`src/design/assert_macros.svh`:
```
// assertion helpers shared by the rtl
`ifndef ASSERT_MACROS_SVH
`define ASSERT_MACROS_SVH

// condition holds on every clock edge out of reset
`define PTD_ASSERT_ALWAYS(label, expr) \
    label: assert property (@(posedge clk) disable iff (!rst_n) (expr)) \
        else $error("invariant violated");

// consequent holds in the cycle after the antecedent
`define PTD_ASSERT_NEXT(label, ante, cons) \
    label: assert property (@(posedge clk) disable iff (!rst_n) (ante) |=> (cons)) \
        else $error("sequence violated");

`endif

```
`src/design/ptd_pkg.sv`:
```
`timescale 1ns / 1ps

package ptd_pkg;

    // sizing
    localparam int MAX_TASKS   = 8;
    localparam int STACK_DEPTH = 16;
    localparam int COUNT_WIDTH = 16;

    localparam int TASK_IDX_W = $clog2(MAX_TASKS);
    localparam int TASK_CNT_W = $clog2(MAX_TASKS + 1);
    localparam int STK_IDX_W  = $clog2(STACK_DEPTH);
    localparam int STK_FILL_W = $clog2(STACK_DEPTH + 1);

    // fixed field widths
    localparam int PERIOD_W   = 16;
    localparam int LATE_W     = 16;
    localparam int OFFSET_W   = 16;
    localparam int IDX_OUT_W  = 3;
    localparam int DUR_W      = 16;
    localparam int CAP_W      = 4;
    localparam int CFG_IDX_W  = 2;
    localparam int CFG_DATA_W = 16;

    // countdown difference, signed, wide enough for either operand
    localparam int DIFF_W = ((COUNT_WIDTH > OFFSET_W) ? COUNT_WIDTH : OFFSET_W) + 1;

    // divider
    localparam int DIV_W     = 16;
    localparam int DIV_CNT_W = $clog2(DIV_W);

    localparam logic [OFFSET_W-1:0] OFFSET_MAX = '1;
    localparam logic [DUR_W-1:0]    DUR_RESET  = DUR_W'(1000);
    localparam logic [CAP_W-1:0]    CAP_RESET  = CAP_W'(8);

    // register indexes
    localparam logic [CFG_IDX_W-1:0] REG_SLOT_DURATION = CFG_IDX_W'(0);
    localparam logic [CFG_IDX_W-1:0] REG_TASK_CAPACITY = CFG_IDX_W'(1);

    // command codes
    localparam logic CMD_ADD  = 1'b0;
    localparam logic CMD_TICK = 1'b1;

    typedef struct packed {
        logic                command;
        logic [PERIOD_W-1:0] task_period;
        logic [LATE_W-1:0]   late_ms;
    } item_t;

    typedef struct packed {
        logic                 add_accepted;
        logic                 dispatch_valid;
        logic [IDX_OUT_W-1:0] dispatch_task;
        logic                 background_valid;
        logic [IDX_OUT_W-1:0] background_task;
        logic                 stack_overflow;
        logic [OFFSET_W-1:0]  offset_used;
    } result_t;

    typedef struct packed {
        logic             start;
        logic [DIV_W-1:0] dividend;
        logic [DIV_W-1:0] divisor;
    } div_req_t;

endpackage

```
`src/design/ptd_ram.sv`:
```
`timescale 1ns / 1ps

module ptd_ram #(
    parameter int WIDTH = 8,
    parameter int DEPTH = 16
) (
    input  logic                     clk,
    input  logic                     wr_en,
    input  logic [$clog2(DEPTH)-1:0] wr_addr,
    input  logic [WIDTH-1:0]         wr_data,
    input  logic [$clog2(DEPTH)-1:0] rd_addr,
    output logic [WIDTH-1:0]         rd_data
);

    logic [WIDTH-1:0] mem [DEPTH];
    logic [WIDTH-1:0] rd_data_reg;

    always_ff @(posedge clk)
    begin
        if (wr_en)
        begin
            mem[wr_addr] <= wr_data;
        end
        rd_data_reg <= mem[rd_addr];
    end

    assign rd_data = rd_data_reg;

endmodule

```
`src/design/ptd_div.sv`:
```
`timescale 1ns / 1ps

// restoring divider, one quotient bit per cycle
module ptd_div (
    input  logic                        clk,
    input  logic                        rst_n,
    input  ptd_pkg::div_req_t           req,
    output logic                        done,
    output logic [ptd_pkg::DIV_W-1:0]   quotient
);

    localparam int W  = ptd_pkg::DIV_W;
    localparam int CW = ptd_pkg::DIV_CNT_W;

    logic          run_reg, run_next;
    logic          done_reg, done_next;
    logic [CW-1:0] cnt_reg, cnt_next;
    logic [W-1:0]  acc_reg, acc_next;
    logic [W-1:0]  rem_reg, rem_next;
    logic [W-1:0]  dsr_reg, dsr_next;

    logic [W:0] trial;
    logic [W:0] diff;
    logic       ge;

    always_comb
    begin
        trial     = {rem_reg, acc_reg[W-1]};
        diff      = trial - {1'b0, dsr_reg};
        ge        = (trial >= {1'b0, dsr_reg});
        run_next  = run_reg;
        done_next = 1'b0;
        cnt_next  = cnt_reg;
        acc_next  = acc_reg;
        rem_next  = rem_reg;
        dsr_next  = dsr_reg;
        if (req.start)
        begin
            run_next = 1'b1;
            cnt_next = CW'(W - 1);
            acc_next = req.dividend;
            rem_next = '0;
            dsr_next = req.divisor;
        end
        else if (run_reg)
        begin
            acc_next = {acc_reg[W-2:0], ge};
            rem_next = ge ? diff[W-1:0] : trial[W-1:0];
            if (cnt_reg == '0)
            begin
                run_next  = 1'b0;
                done_next = 1'b1;
            end
            else
            begin
                cnt_next = cnt_reg - 1'b1;
            end
        end
    end

    always_ff @(posedge clk or negedge rst_n)
    begin
        if (!rst_n)
        begin
            run_reg  <= 1'b0;
            done_reg <= 1'b0;
            cnt_reg  <= '0;
        end
        else
        begin
            run_reg  <= run_next;
            done_reg <= done_next;
            cnt_reg  <= cnt_next;
        end
    end

    always_ff @(posedge clk)
    begin
        acc_reg <= acc_next;
        rem_reg <= rem_next;
        dsr_reg <= dsr_next;
    end

    assign done     = done_reg;
    assign quotient = acc_reg;

endmodule

```
`src/design/periodic_task_tick_dispatcher.sv`:
```
`timescale 1ns / 1ps
// add word: S_ADD stores the task if there is room, then done rises as the block returns to idle
// tick word: S_DIV and S_DIVW (divider start, 16 steps, done) when lateness is pending,
// then S_POP, S_POPW, S_TRD/S_TUPD for each task but the last (n >= 2), and S_FIN
// worst case per tick set by the 16-step divider and the S_TRD/S_TUPD task walk
// result is shown for one cycle on done, the receiver cannot stall it
// async active-low reset clears tasks, stack fill, pending flag; offset resets to 1

`include "assert_macros.svh"

module periodic_task_tick_dispatcher (
    input  logic                              clk,
    input  logic                              rst_n,
    input  logic                              start,
    output logic                              busy,
    input  ptd_pkg::item_t                    item,
    input  logic                              cfg_write,
    input  logic [ptd_pkg::CFG_IDX_W-1:0]     cfg_index,
    input  logic [ptd_pkg::CFG_DATA_W-1:0]    cfg_data,
    output logic                              done,
    output ptd_pkg::result_t                  result
);

    localparam int TIW = ptd_pkg::TASK_IDX_W;
    localparam int TCW = ptd_pkg::TASK_CNT_W;
    localparam int SIW = ptd_pkg::STK_IDX_W;
    localparam int SFW = ptd_pkg::STK_FILL_W;
    localparam int CNW = ptd_pkg::COUNT_WIDTH;
    localparam int DFW = ptd_pkg::DIFF_W;
    localparam int OFW = ptd_pkg::OFFSET_W;
    localparam int IOW = ptd_pkg::IDX_OUT_W;

    // sequencer states
    localparam logic [3:0] S_IDLE = 4'd0;
    localparam logic [3:0] S_ADD  = 4'd1;
    localparam logic [3:0] S_DIV  = 4'd2;
    localparam logic [3:0] S_DIVW = 4'd3;
    localparam logic [3:0] S_POP  = 4'd4;
    localparam logic [3:0] S_POPW = 4'd5;
    localparam logic [3:0] S_TRD  = 4'd6;
    localparam logic [3:0] S_TUPD = 4'd7;
    localparam logic [3:0] S_FIN  = 4'd8;

    logic [3:0] state_reg, state_next;

    // configuration
    logic [ptd_pkg::DUR_W-1:0] slot_duration_reg;
    logic [ptd_pkg::CAP_W-1:0] task_capacity_reg;

    // control state
    logic [TCW-1:0] task_count_reg, task_count_next;
    logic [SFW-1:0] stack_fill_reg, stack_fill_next;
    logic [OFW-1:0] tick_offset_reg, tick_offset_next;
    logic           pending_reg, pending_next;
    logic           done_reg, done_next;

    // per-word working registers
    ptd_pkg::item_t   item_reg;
    ptd_pkg::result_t result_reg, result_next;
    logic [TIW-1:0]   idx_reg, idx_next;
    logic             dv_reg, dv_next;
    logic [IOW-1:0]   dt_reg, dt_next;
    logic             ovf_reg, ovf_next;

    // task table: period in the upper half, countdown in the lower half
    logic             tbl_wr_en;
    logic [TIW-1:0]   tbl_wr_addr;
    logic [2*CNW-1:0] tbl_wr_data;
    logic [TIW-1:0]   tbl_rd_addr;
    logic [2*CNW-1:0] tbl_rd_data;

    // ready stack, lifo
    logic           stk_wr_en;
    logic [SIW-1:0] stk_wr_addr;
    logic [TIW-1:0] stk_wr_data;
    logic [SIW-1:0] stk_rd_addr;
    logic [TIW-1:0] stk_rd_data;

    ptd_pkg::div_req_t div_req;
    logic              div_done;
    logic [ptd_pkg::DIV_W-1:0] div_quot;

    // countdown update arithmetic
    logic [CNW-1:0]        cd_cur;
    logic [CNW-1:0]        per_cur;
    logic signed [DFW-1:0] cd_diff;
    logic                  cd_push;
    logic                  cd_reload;
    logic                  add_ok;
    logic                  accept;

    ptd_ram #(
        .WIDTH (2 * CNW),
        .DEPTH (ptd_pkg::MAX_TASKS)
    ) u_task_ram (
        .clk     (clk),
        .wr_en   (tbl_wr_en),
        .wr_addr (tbl_wr_addr),
        .wr_data (tbl_wr_data),
        .rd_addr (tbl_rd_addr),
        .rd_data (tbl_rd_data)
    );

    ptd_ram #(
        .WIDTH (TIW),
        .DEPTH (ptd_pkg::STACK_DEPTH)
    ) u_stack_ram (
        .clk     (clk),
        .wr_en   (stk_wr_en),
        .wr_addr (stk_wr_addr),
        .wr_data (stk_wr_data),
        .rd_addr (stk_rd_addr),
        .rd_data (stk_rd_data)
    );

    ptd_div u_div (
        .clk      (clk),
        .rst_n    (rst_n),
        .req      (div_req),
        .done     (div_done),
        .quotient (div_quot)
    );

    assign accept = start && (state_reg == S_IDLE);
    assign busy   = (state_reg != S_IDLE);

    // room for one more task: below both the written capacity and the table size
    assign add_ok = (32'(task_count_reg) < 32'(task_capacity_reg))
                 && (32'(task_count_reg) < ptd_pkg::MAX_TASKS);

    always_comb
    begin
        cd_cur    = tbl_rd_data[CNW-1:0];
        per_cur   = tbl_rd_data[2*CNW-1:CNW];
        cd_diff   = $signed(DFW'(cd_cur) - DFW'(tick_offset_reg));
        cd_push   = (cd_diff <= $signed(DFW'(1)));
        cd_reload = (cd_diff <= $signed(DFW'(0)));
    end

    always_comb
    begin
        state_next       = state_reg;
        task_count_next  = task_count_reg;
        stack_fill_next  = stack_fill_reg;
        tick_offset_next = tick_offset_reg;
        pending_next     = pending_reg;
        done_next        = 1'b0;
        result_next      = result_reg;
        idx_next         = idx_reg;
        dv_next          = dv_reg;
        dt_next          = dt_reg;
        ovf_next         = ovf_reg;

        tbl_wr_en   = 1'b0;
        tbl_wr_addr = idx_reg;
        tbl_wr_data = {per_cur, cd_cur};
        tbl_rd_addr = idx_reg;
        stk_wr_en   = 1'b0;
        stk_wr_addr = SIW'(stack_fill_reg);
        stk_wr_data = idx_reg;
        stk_rd_addr = SIW'(stack_fill_reg - 1'b1);

        div_req.start    = 1'b0;
        div_req.dividend = item_reg.late_ms;
        div_req.divisor  = slot_duration_reg;

        case (state_reg)
            S_IDLE:
            begin
                if (accept)
                begin
                    dv_next  = 1'b0;
                    dt_next  = '0;
                    ovf_next = 1'b0;
                    idx_next = '0;
                    if (item.command == ptd_pkg::CMD_ADD)
                    begin
                        state_next = S_ADD;
                    end
                    else if (pending_reg)
                    begin
                        state_next = S_DIV;
                    end
                    else
                    begin
                        state_next = S_POP;
                    end
                end
            end

            S_ADD:
            begin
                // new slot starts its countdown at the full period
                tbl_wr_addr = TIW'(task_count_reg);
                tbl_wr_data = {CNW'(item_reg.task_period), CNW'(item_reg.task_period)};
                if (add_ok)
                begin
                    tbl_wr_en       = 1'b1;
                    task_count_next = task_count_reg + 1'b1;
                end
                result_next              = '0;
                result_next.add_accepted = add_ok;
                result_next.offset_used  = tick_offset_reg;
                done_next                = 1'b1;
                state_next               = S_IDLE;
            end

            S_DIV:
            begin
                div_req.start = 1'b1;
                state_next    = S_DIVW;
            end

            S_DIVW:
            begin
                if (div_done)
                begin
                    // zero slot length: on time gives 1, any lateness saturates
                    if (slot_duration_reg == '0)
                    begin
                        tick_offset_next = (item_reg.late_ms == '0) ? OFW'(1)
                                                                    : ptd_pkg::OFFSET_MAX;
                    end
                    else if (OFW'(div_quot) == ptd_pkg::OFFSET_MAX)
                    begin
                        tick_offset_next = ptd_pkg::OFFSET_MAX;
                    end
                    else
                    begin
                        tick_offset_next = OFW'(div_quot) + 1'b1;
                    end
                    state_next = S_POP;
                end
            end

            S_POP:
            begin
                // read the top entry now, pushes only come after it is captured
                if (stack_fill_reg != '0)
                begin
                    stack_fill_next = stack_fill_reg - 1'b1;
                    dv_next         = 1'b1;
                end
                state_next = S_POPW;
            end

            S_POPW:
            begin
                if (dv_reg)
                begin
                    dt_next = IOW'(stk_rd_data);
                end
                idx_next = '0;
                if (32'(task_count_reg) >= 2)
                begin
                    state_next = S_TRD;
                end
                else
                begin
                    state_next = S_FIN;
                end
            end

            S_TRD:
            begin
                state_next = S_TUPD;
            end

            S_TUPD:
            begin
                tbl_wr_en   = 1'b1;
                tbl_wr_data = {per_cur, cd_reload ? per_cur : CNW'(cd_diff)};
                if (cd_push)
                begin
                    if (32'(stack_fill_reg) < ptd_pkg::STACK_DEPTH)
                    begin
                        stk_wr_en       = 1'b1;
                        stack_fill_next = stack_fill_reg + 1'b1;
                    end
                    else
                    begin
                        ovf_next = 1'b1;
                    end
                end
                // last task is the background one and is not counted down
                if (32'(idx_reg) + 2 < 32'(task_count_reg))
                begin
                    idx_next   = idx_reg + 1'b1;
                    state_next = S_TRD;
                end
                else
                begin
                    state_next = S_FIN;
                end
            end

            S_FIN:
            begin
                result_next                = '0;
                result_next.dispatch_valid = dv_reg;
                result_next.dispatch_task  = dt_reg;
                result_next.stack_overflow = ovf_reg;
                result_next.offset_used    = tick_offset_reg;
                if (stack_fill_reg == '0)
                begin
                    if (task_count_reg != '0)
                    begin
                        result_next.background_valid = 1'b1;
                        result_next.background_task  = IOW'(task_count_reg - 1'b1);
                    end
                    pending_next = 1'b0;
                end
                else
                begin
                    pending_next = 1'b1;
                end
                done_next  = 1'b1;
                state_next = S_IDLE;
            end

            default:
            begin
                state_next = S_IDLE;
            end
        endcase
    end

    always_ff @(posedge clk or negedge rst_n)
    begin
        if (!rst_n)
        begin
            state_reg         <= S_IDLE;
            slot_duration_reg <= ptd_pkg::DUR_RESET;
            task_capacity_reg <= ptd_pkg::CAP_RESET;
            task_count_reg    <= '0;
            stack_fill_reg    <= '0;
            tick_offset_reg   <= OFW'(1);
            pending_reg       <= 1'b0;
            done_reg          <= 1'b0;
        end
        else
        begin
            state_reg       <= state_next;
            task_count_reg  <= task_count_next;
            stack_fill_reg  <= stack_fill_next;
            tick_offset_reg <= tick_offset_next;
            pending_reg     <= pending_next;
            done_reg        <= done_next;
            if (cfg_write)
            begin
                if (cfg_index == ptd_pkg::REG_SLOT_DURATION)
                begin
                    slot_duration_reg <= ptd_pkg::DUR_W'(cfg_data);
                end
                else if (cfg_index == ptd_pkg::REG_TASK_CAPACITY)
                begin
                    task_capacity_reg <= ptd_pkg::CAP_W'(cfg_data);
                end
            end
        end
    end

    // payload registers
    always_ff @(posedge clk)
    begin
        if (accept)
        begin
            item_reg <= item;
        end
        result_reg <= result_next;
        idx_reg    <= idx_next;
        dv_reg     <= dv_next;
        dt_reg     <= dt_next;
        ovf_reg    <= ovf_next;
    end

    assign done   = done_reg;
    assign result = result_reg;

    // checks
    `PTD_ASSERT_ALWAYS(a_fill_bound, 32'(stack_fill_reg) <= ptd_pkg::STACK_DEPTH)
    `PTD_ASSERT_ALWAYS(a_count_bound, 32'(task_count_reg) <= ptd_pkg::MAX_TASKS)
    `PTD_ASSERT_NEXT(a_accept_busy, start && !busy, busy)
    `PTD_ASSERT_NEXT(a_done_pulse, done_reg, !done_reg)
    `PTD_ASSERT_ALWAYS(a_add_clean, !(done_reg && result_reg.add_accepted) ||
        (!result_reg.dispatch_valid && !result_reg.background_valid &&
         !result_reg.stack_overflow))

endmodule

```
`config.mk`:
```
export PLATFORM = sky130hd
export DESIGN_NAME = periodic_task_tick_dispatcher
export DESIGN_NICKNAME = d
export VERILOG_FILES = /design/src/design/ptd_pkg.sv /design/src/design/ptd_ram.sv /design/src/design/ptd_div.sv /design/src/design/periodic_task_tick_dispatcher.sv
export VERILOG_INCLUDE_DIRS = /design/src /design/src/design
export SDC_FILE = /design/constraint.sdc
export NUM_CORES = 1
export LEC_CHECK = 0
export BUFFER_PORTS_ARGS = -buffer_cell sky130_fd_sc_hd__buf_2
export CORE_ASPECT_RATIO = 1.2
export CORE_MARGIN = 8
export CORE_UTILIZATION = 43
export DETAILED_ROUTE_END_ITERATION = 10
export PLACE_DENSITY_LB_ADDON = 0.1
export SLEW_MARGIN = 20
export SYNTH_ARGS = -nofsm -noshare
export SYNTH_HDL_FRONTEND = slang
export SYNTH_SLANG_ARGS = --single-unit
```
`constraint.sdc`:
```
create_clock -name clk -period 4.1 [get_ports clk]
set_input_delay 0.205 -clock clk [delete_from_list [all_inputs] [get_ports clk]]
set_output_delay 0.205 -clock clk [all_outputs]
set_load 0.05 [all_outputs]
```
==> summary.md, run 1 <==
| Metric | Value |
|---|---|
| Status | finished, final reports clean |
| Fill count | between 4,000 and 5,000 |
| Fin crit period | 3.92 ns |
| Die area | 0.0582 mm² |
| Final setup viols | 0 |
| Drt pass-1 iters | 5 |
| Max Fclk | 0.255 GHz |
| Post-Synthesis Cells | 1,470 |
| FF+latch count, synth | 510 |
| Final WS setup | around 0.18 ns |
| Pre-CTS setup slack | between 0.1 and 0.15 ns |
| Starting density of the core | 43.4% |
| Synth Area in Simple Gates | 8.05% |
| Largest family of logic cells by synthesized area | multiplexers |
| CP Buf/Inv Count | 2 |
| Diodes inserted | 0 |
| Clock Sinks | 510 |
| First-pass GRT wire length | between 70 and 80 mm |
| Top-count cell post-synth | edfxtp_1 |
| Post-DR wirelength/cell | around 22 µm |
| Startpoint Class | flip-flop |
| Root Driver | clkbuf_16 |
| Largest cells by area after synthesis | edfxtp_1, mux4_2, dfrtp_1, dfxtp_1, ha_1 |
| Total power | between 20 and 25 mW |
| Cell variety after synth | 69 |
| Pin count of the biggest net entering global routing | 71 |
| Avg Vias per Cell | 5.51 |
| # IOs | 83 |
| Num CTS Buffers | 52 |
| Post-Route WL | approximately 51 mm |
| Clock skew | 0.0188 ns |
| Drt first-iter violations | ~900 |
| Synth Net Count | 1,577 |
| Area Overhead vs Synth | 16.9% |
| Mapped cell area | 0.0218 mm² |
| Pwr per Cell Area | 788 mW/mm² |
| CP Class | flip-flop to flip-flop |
| Lkg Pwr | 9.41 nW |
| Worst Hold Class | primary input to flip-flop |
| Die height | 263 µm |
| Share of cells above drive strength 1 | 22.3% |
| Post-DRT Antenna Nets | 0 |
| Peak per-stage delay on the critical path | 0.58 ns |
| Initial antenna violation count | 0 |
| Vias in the first global route | approximately 13,000 |
| Synth area leader | edfxtp_1 |
| Slowest-stage cell, CP | or4_4 |
| Final Hold Fails | 0 |
| Syn Area/Cell | 14.8 µm² |
| Fin. max-slew vios | 0 |
| Via count | ~13,000 |
| Maximum clock path buffer count | 3 |
| Worst endpoint required time | 4.36 ns |
| Global Route Usage Sum | approximately 17% |
| Family with the most delay on the worst path | simple AND/OR/NAND/NOR gates |
| DPL Wire Length | 32.0 mm |
| Top cell by count, worst path | a21oi_1 |
| Main flop type after synthesis | edfxtp_1 |
| Post-synthesis compound-gate area fraction | between 7 and 8% |
| Max FFs per register | 256 |
| Crit path arrival time | 4.18 ns |
| Clock Latency Late Sink | 0.59 ns |
| Fin crit share | a little over nine tenths |
| Worst Setup End Kind | flip-flop |
| PortBufs | 82 |
| Worst-Margin Slew | a little over 0.9 ns |
| DRC | 0 |
| Sequential share of the synthesized area | ~67% |
| H-tree depth | 2 |
| Critical path peak fanout | 11 |
| Area share of the largest cell type after synthesis | 55.4% |
| RSZ-0062 raised after global routing | yes |
| Core area | 0.0502 mm² |
| Die X | 222 µm |
| List of most frequent post-synthesis cells | edfxtp_1, nand2_1, nor2_1 |
| Worst vdd ir | 407 µV |
| Reg clk slew, reported paths | 0.06 ns |
| # rows | 90 |
| Nets@finish | between 1,500 and 2,000 |
| Adder-cell area share of the yosys netlist | under 10% |
| Mux contribution to synthesized area | 11.1% |
| # Max-Cap Violations | 0 |
| Remaining Overflow, GRT | 0 |
| Post-Synth XOR/XNOR Area | 1.57% |
| Rel. slew slack | 37.9% |
| GPL Wtd Cong | approximately 0.88 |
| Asr flop ratio synth | 11.2% |
| EDFF count, synth | 402 |
| Critical Path, Cell by Cell | inv_1 -> ha_1 -> fa_1 -> nand2b_1 -> a21oi_1 -> o211ai_1 -> a21oi_1 -> xor2_1 -> or4_4 -> o22ai_1 -> buf_4 -> nand3b_1 -> nor2_1 |
| Synth warn | 0 |
| CTS tree | built |
## final timing paths
check                                                start                                 to  cells after the start  slack, ns
max reg2reg                  u_task_ram.rd_data[0]$_DFF_P_    u_stack_ram.mem[9][2]$_DFFE_PP_                     13       0.18
max                          u_task_ram.rd_data[0]$_DFF_P_    u_stack_ram.mem[9][2]$_DFFE_PP_                     13       0.18
max in group asynchronous                            rst_n     tick_offset_reg[0]$_DFFE_PN1P_                      3       2.92
min reg2reg                tick_offset_reg[15]$_DFFE_PN0P_               result[15]$_DFFE_PP_                      0       0.45
min                                              cfg_write   task_capacity_reg[1]$_DFFE_PN0P_                      3       0.15
min in group asynchronous                            rst_n  slot_duration_reg[14]$_DFFE_PN0P_                      2       0.25
## stage by stage
step,std cells,TNS (ns),hold WS [ns],instance area [µm²],util [%]
CTS,2319,0,0.115,25400,50.7
floorplan,1470,0,-0.0906,21800,-
finish,2320,0,0.153,25500,50.7
detailed placement,2173,0,0.343,23200,46.3
global route,2320,-0.107,0.143,25500,50.7
global placement,2173,0,0.343,23200,46.3
## cell families after synthesis
| group | count (synthesis) |
|---|---|
| AO/OA/AOI/OAI | 232 |
| buffers and inverters | 124 |
| adder cells (fa/ha/maj) | 52 |
| multiplexers | 137 |
| AND/OR/NAND/NOR | 376 |
| flip-flops | 510 |
| XOR/XNOR | 39 |
## placed cells by master, fill, tap and decap left out, types with 25 or more instances in the layout
master / synthesis / layout
nand2_1: 152 / 152
nor2_1: 80 / 68
clkbuf_16: 0 / 53
xnor2_1: 25 / 25
dlygate4sd3_1: 0 / 50
inv_1: 64 / 64
buf_2: 1 / 82
buf_4: 0 / 26
edfxtp_1: 402 / 402
dfxtp_1: 51 / 51
o21ai_0: 40 / 40
ha_1: 50 / 50
dfrtp_1: 49 / 49
a21o_1: 29 / 29
a21oi_1: 54 / 54
mux4_2: 79 / 79
mux2_2: 52 / 52
## layout make-up
type / instances / area [µm²] / area share (%)
sequential: 510 / 14500 / 57.0
inverter: 66 / 248 / 0.973
clock buffer: 68 / 1470 / 5.78
multi-input combinational: 836 / 6870 / 27.0
tap: 644 / 806 / 3.16
clock inverter: 28 / 233 / 0.914
timing repair buffer: 168 / 1310 / 5.13
## report_power, final
part           total (mW)  internal (mW)  switching (mW)
Clock                4.67           2.72            1.96
Sequential           8.23           7.45           0.784
Combinational        7.18           2.83            4.35
Total                20.1           13.0            7.09
## timing repair
item	CTS	global route
hold buffers	50	0
setup buffers	0	1
hold endpoints to repair	78	0
setup endpoints to repair	0	45
gates resized for setup	0	5
## metal layers
metal	up-vias	part of all wire (%)	global-route usage, %
li1	5942	-	-
met1	6484	44	22.4
met2	280	49	29.2
met3	71	4.7	3.13
met4	0	2.1	4.52
met5	-	0	0
## tightest hold or removal path: stages
cell and delay, ns:
buf_2 0.10, nand3b_1 0.20, mux2_2 0.19
Power figures use the tool's default switching activity.
==> run 2, diff against run 1 <==
GPL_ROUTABILITY_DRIVEN = 0   (was not set)
SYNTH_HIERARCHICAL = 1   (was not set)
TNS_END_PERCENT = 100   (was not set)
==> summary.md, run 2 <==
| Metric | Value |
|---|---|
| Post-DR wirelength/cell | between 20 and 25 µm |
| H-tree depth | 2 |
| List of most frequent post-synthesis cells | edfxtp_1, mux2_2, nor2_1 |
| Final Hold Fails | 0 |
| Reg clk slew, reported paths | around 0.06 ns |
| Worst-Margin Slew | 0.983 ns |
| Largest cells by area after synthesis | edfxtp_1, mux4_1, dfrtp_1, dfxtp_1, mux2_2 |
| DP Area | 0.0235 mm² |
| Worst endpoint required time | 4.37 ns |
| Mapped cell area | 0.0221 mm² |
| Sequential share of the synthesized area | between 60% and 70% |
| Diodes inserted | 0 |
| Synth warn | 6 |
| Post-Synthesis Cells | roughly 1,400 |
| Area taken by multi-input logic gates | 0.00724 mm² |
| Root Driver | clkbuf_16 |
| FF+latch area | 0.0145 mm² |
| Worst Setup End Kind | flip-flop |
| # IOs | 83 |
| Mux contribution to synthesized area | 13.9% |
| DRC | 0 |
| Post-Synth XOR/XNOR Area | 1.55% |
| Fin. max-slew vios | 0 |
| Synth area leader | edfxtp_1 |
| Post-Route WL | 51.4 mm |
| EDFF count, synth | about 400 |
| Area Overhead vs Synth | 17.6% |
| Max FFs per register | 256 |
| CTS tree | built |
| Worst vdd ir | approximately 400 µV |
| Avg Vias per Cell | approximately 5.5 |
| Status | finished, final reports clean |
| Adder-cell area share of the yosys netlist | 2.90% |
| # rows | 91 |
| Worst Hold Class | primary input to flip-flop |
| Placed Instances | around 2,200 |
| Nets@finish | 1,720 |
| Post-DRT Antenna Nets | 0 |
| Global Route Usage Sum | 17.5% |
| Via count | around 13,000 |
| FF+latch count, synth | 510 |
| Clock Sinks | 510 |
| Synth Area in Simple Gates | roughly 6.6% |
| Clock Latency Late Sink | 0.59 ns |
| Initial antenna violation count | 0 |
| Main flop type after synthesis | edfxtp_1 |
| Final setup viols | 0 |
| Commonest non-fill, non-tap cell in the layout | edfxtp_1 |
| Drt pass-1 iters | 5 |
| Die X | 223 µm |
| RSZ-0062 raised after global routing | yes |
| Fin crit share | 99.5% |
| Die area | 0.0589 mm² |
| Final WS setup | 0.0210 ns |
| Fin area | 0.0260 mm² |
| Pre-CTS setup slack | -0.209 ns |
| Maximum clock path buffer count | 3 |
| Max Fclk | 0.245 GHz |
| Pwr per Cell Area | 404 mW/mm² |
| Syn Area/Cell | 15.5 µm² |
| Top-count cell post-synth | edfxtp_1 |
| Critical path peak fanout | 4 |
| Clock skew | 0.0186 ns |
| Cell variety after synth | 84 |
| Utilization after layout | 50.8% |
| Startpoint Class | flip-flop |
| Pin count of the biggest net entering global routing | between 80 and 90 |
| Rel. slew slack | between 30 and 40% |
| Lkg Pwr | 7.90 nW |
| Post-synthesis compound-gate area fraction | under 10% |
| Area share of the largest cell type after synthesis | 54.7% |
| Most frequent cells in the layout | edfxtp_1, mux2_2, buf_2, nand2_1, inv_1 |
| Hold Slack | about 0.13 ns |
| Largest family of logic cells by synthesized area | multiplexers |
| Final TNS setup | 0 ns |
| Synth Net Count | 1,529 |
| Fin cells | 2,310 |
| Drt first-iter violations | between 700 and 800 |
| DPL Wire Length | around 32 mm |
| First-pass GRT wire length | 79.9 mm |
| # Max-Cap Violations | 0 |
| Fill count | 4,275 |
| PortBufs | 82 |
| Vias in the first global route | 13,300 |
| Core area | 0.0511 mm² |
| Share of cells above drive strength 1 | 24.2% |
| Fin crit period | ~4.1 ns |
| Asr flop ratio synth | 11.2% |
| Remaining Overflow, GRT | 0 |
| Crit path arrival time | ~4.4 ns |
| CP Class | flip-flop to flip-flop |
| Starting density of the core | a little over two fifths |
| Die height | 264 µm |
| Num CTS Buffers | 52 |
| Total power | 10.5 mW |
run 2: cell type report:
| cell class | instances | area share (%) |
|---|---|---|
| clock buffers | 77 | 5.65 |
| clock inverters | 21 | 0.983 |
| inverters | 69 | 0.997 |
| multi-input cells | 791 | 27.9 |
| flip-flops and latches | 510 | 56.0 |
| well taps | 651 | 3.14 |
| repair buffers | 191 | 5.39 |
run 2: worst paths after layout:
kind | start | to | slack (ns) | depth (start not counted)
setup / recovery | tick_offset_reg[0]$_DFFE_PN1P_ | u_stack_ram/mem[0][1]$_DFFE_PP_ | 0.02 | 13
max in group asynchronous | rst_n | stack_fill_reg[3]$_DFFE_PN0P_ | 3.26 | 3
hold / removal | cfg_write | task_capacity_reg[1]$_DFFE_PN0P_ | 0.13 | 3
setup reg to reg | tick_offset_reg[0]$_DFFE_PN1P_ | u_stack_ram/mem[0][1]$_DFFE_PP_ | 0.02 | 13
hold reg to reg | tick_offset_reg[2]$_DFFE_PN0P_ | result[2]$_DFFE_PP_ | 0.44 | 0
min in group asynchronous | rst_n | slot_duration_reg[11]$_DFFE_PN0P_ | 0.32 | 3
run 2: cells by family after synthesis:
group / count (synthesis)
AOI/OAI and AO/OA: 228
xor gates and xnor gates: 39
and+or+nand+nor: 292
adders and majority gates: 50
buffers and inverters: 123
muxes: 182
DFF: 510
run 2: worst max-delay path, cell delays in order, from the launching register on:
cell and delay (ns):
dfstp_2 0.56, ha_4 0.14, inv_2 0.03, fa_2 0.33
a21o_1 0.21, a311o_1 0.37, a21boi_2 0.16, xnor2_1 0.09
or4_1 0.43, or4_4 0.46, o21a_4 0.23, nor2_4 0.10
or3b_4 0.44, nor3_4 0.20
run 2: timing repair:
action	4_1_cts	5_1_grt
endpoints found under the hold margin	102	0
buffers inserted	0	5
pin swaps	6	7
gates cloned	0	0
hold buffers	50	0
gates resized for setup	9	38
setup endpoints to repair	136	136
run 2: routing by layer:
layer  up-vias  share of wire, %  track usage, %
met1      6510                44            22.6
met3        84               3.8            2.49
li1       5939                 -               -
met2       260                50            30.0
met4         0               2.3            5.75
met5         -                 0               0
run 2: power by group:
group	switching (mW)	internal [mW]	leakage (nW)
Sequential	0.0321	5.57	3.65
Combinational	0.0496	0.0866	3.44
Clock	1.94	2.80	0.813
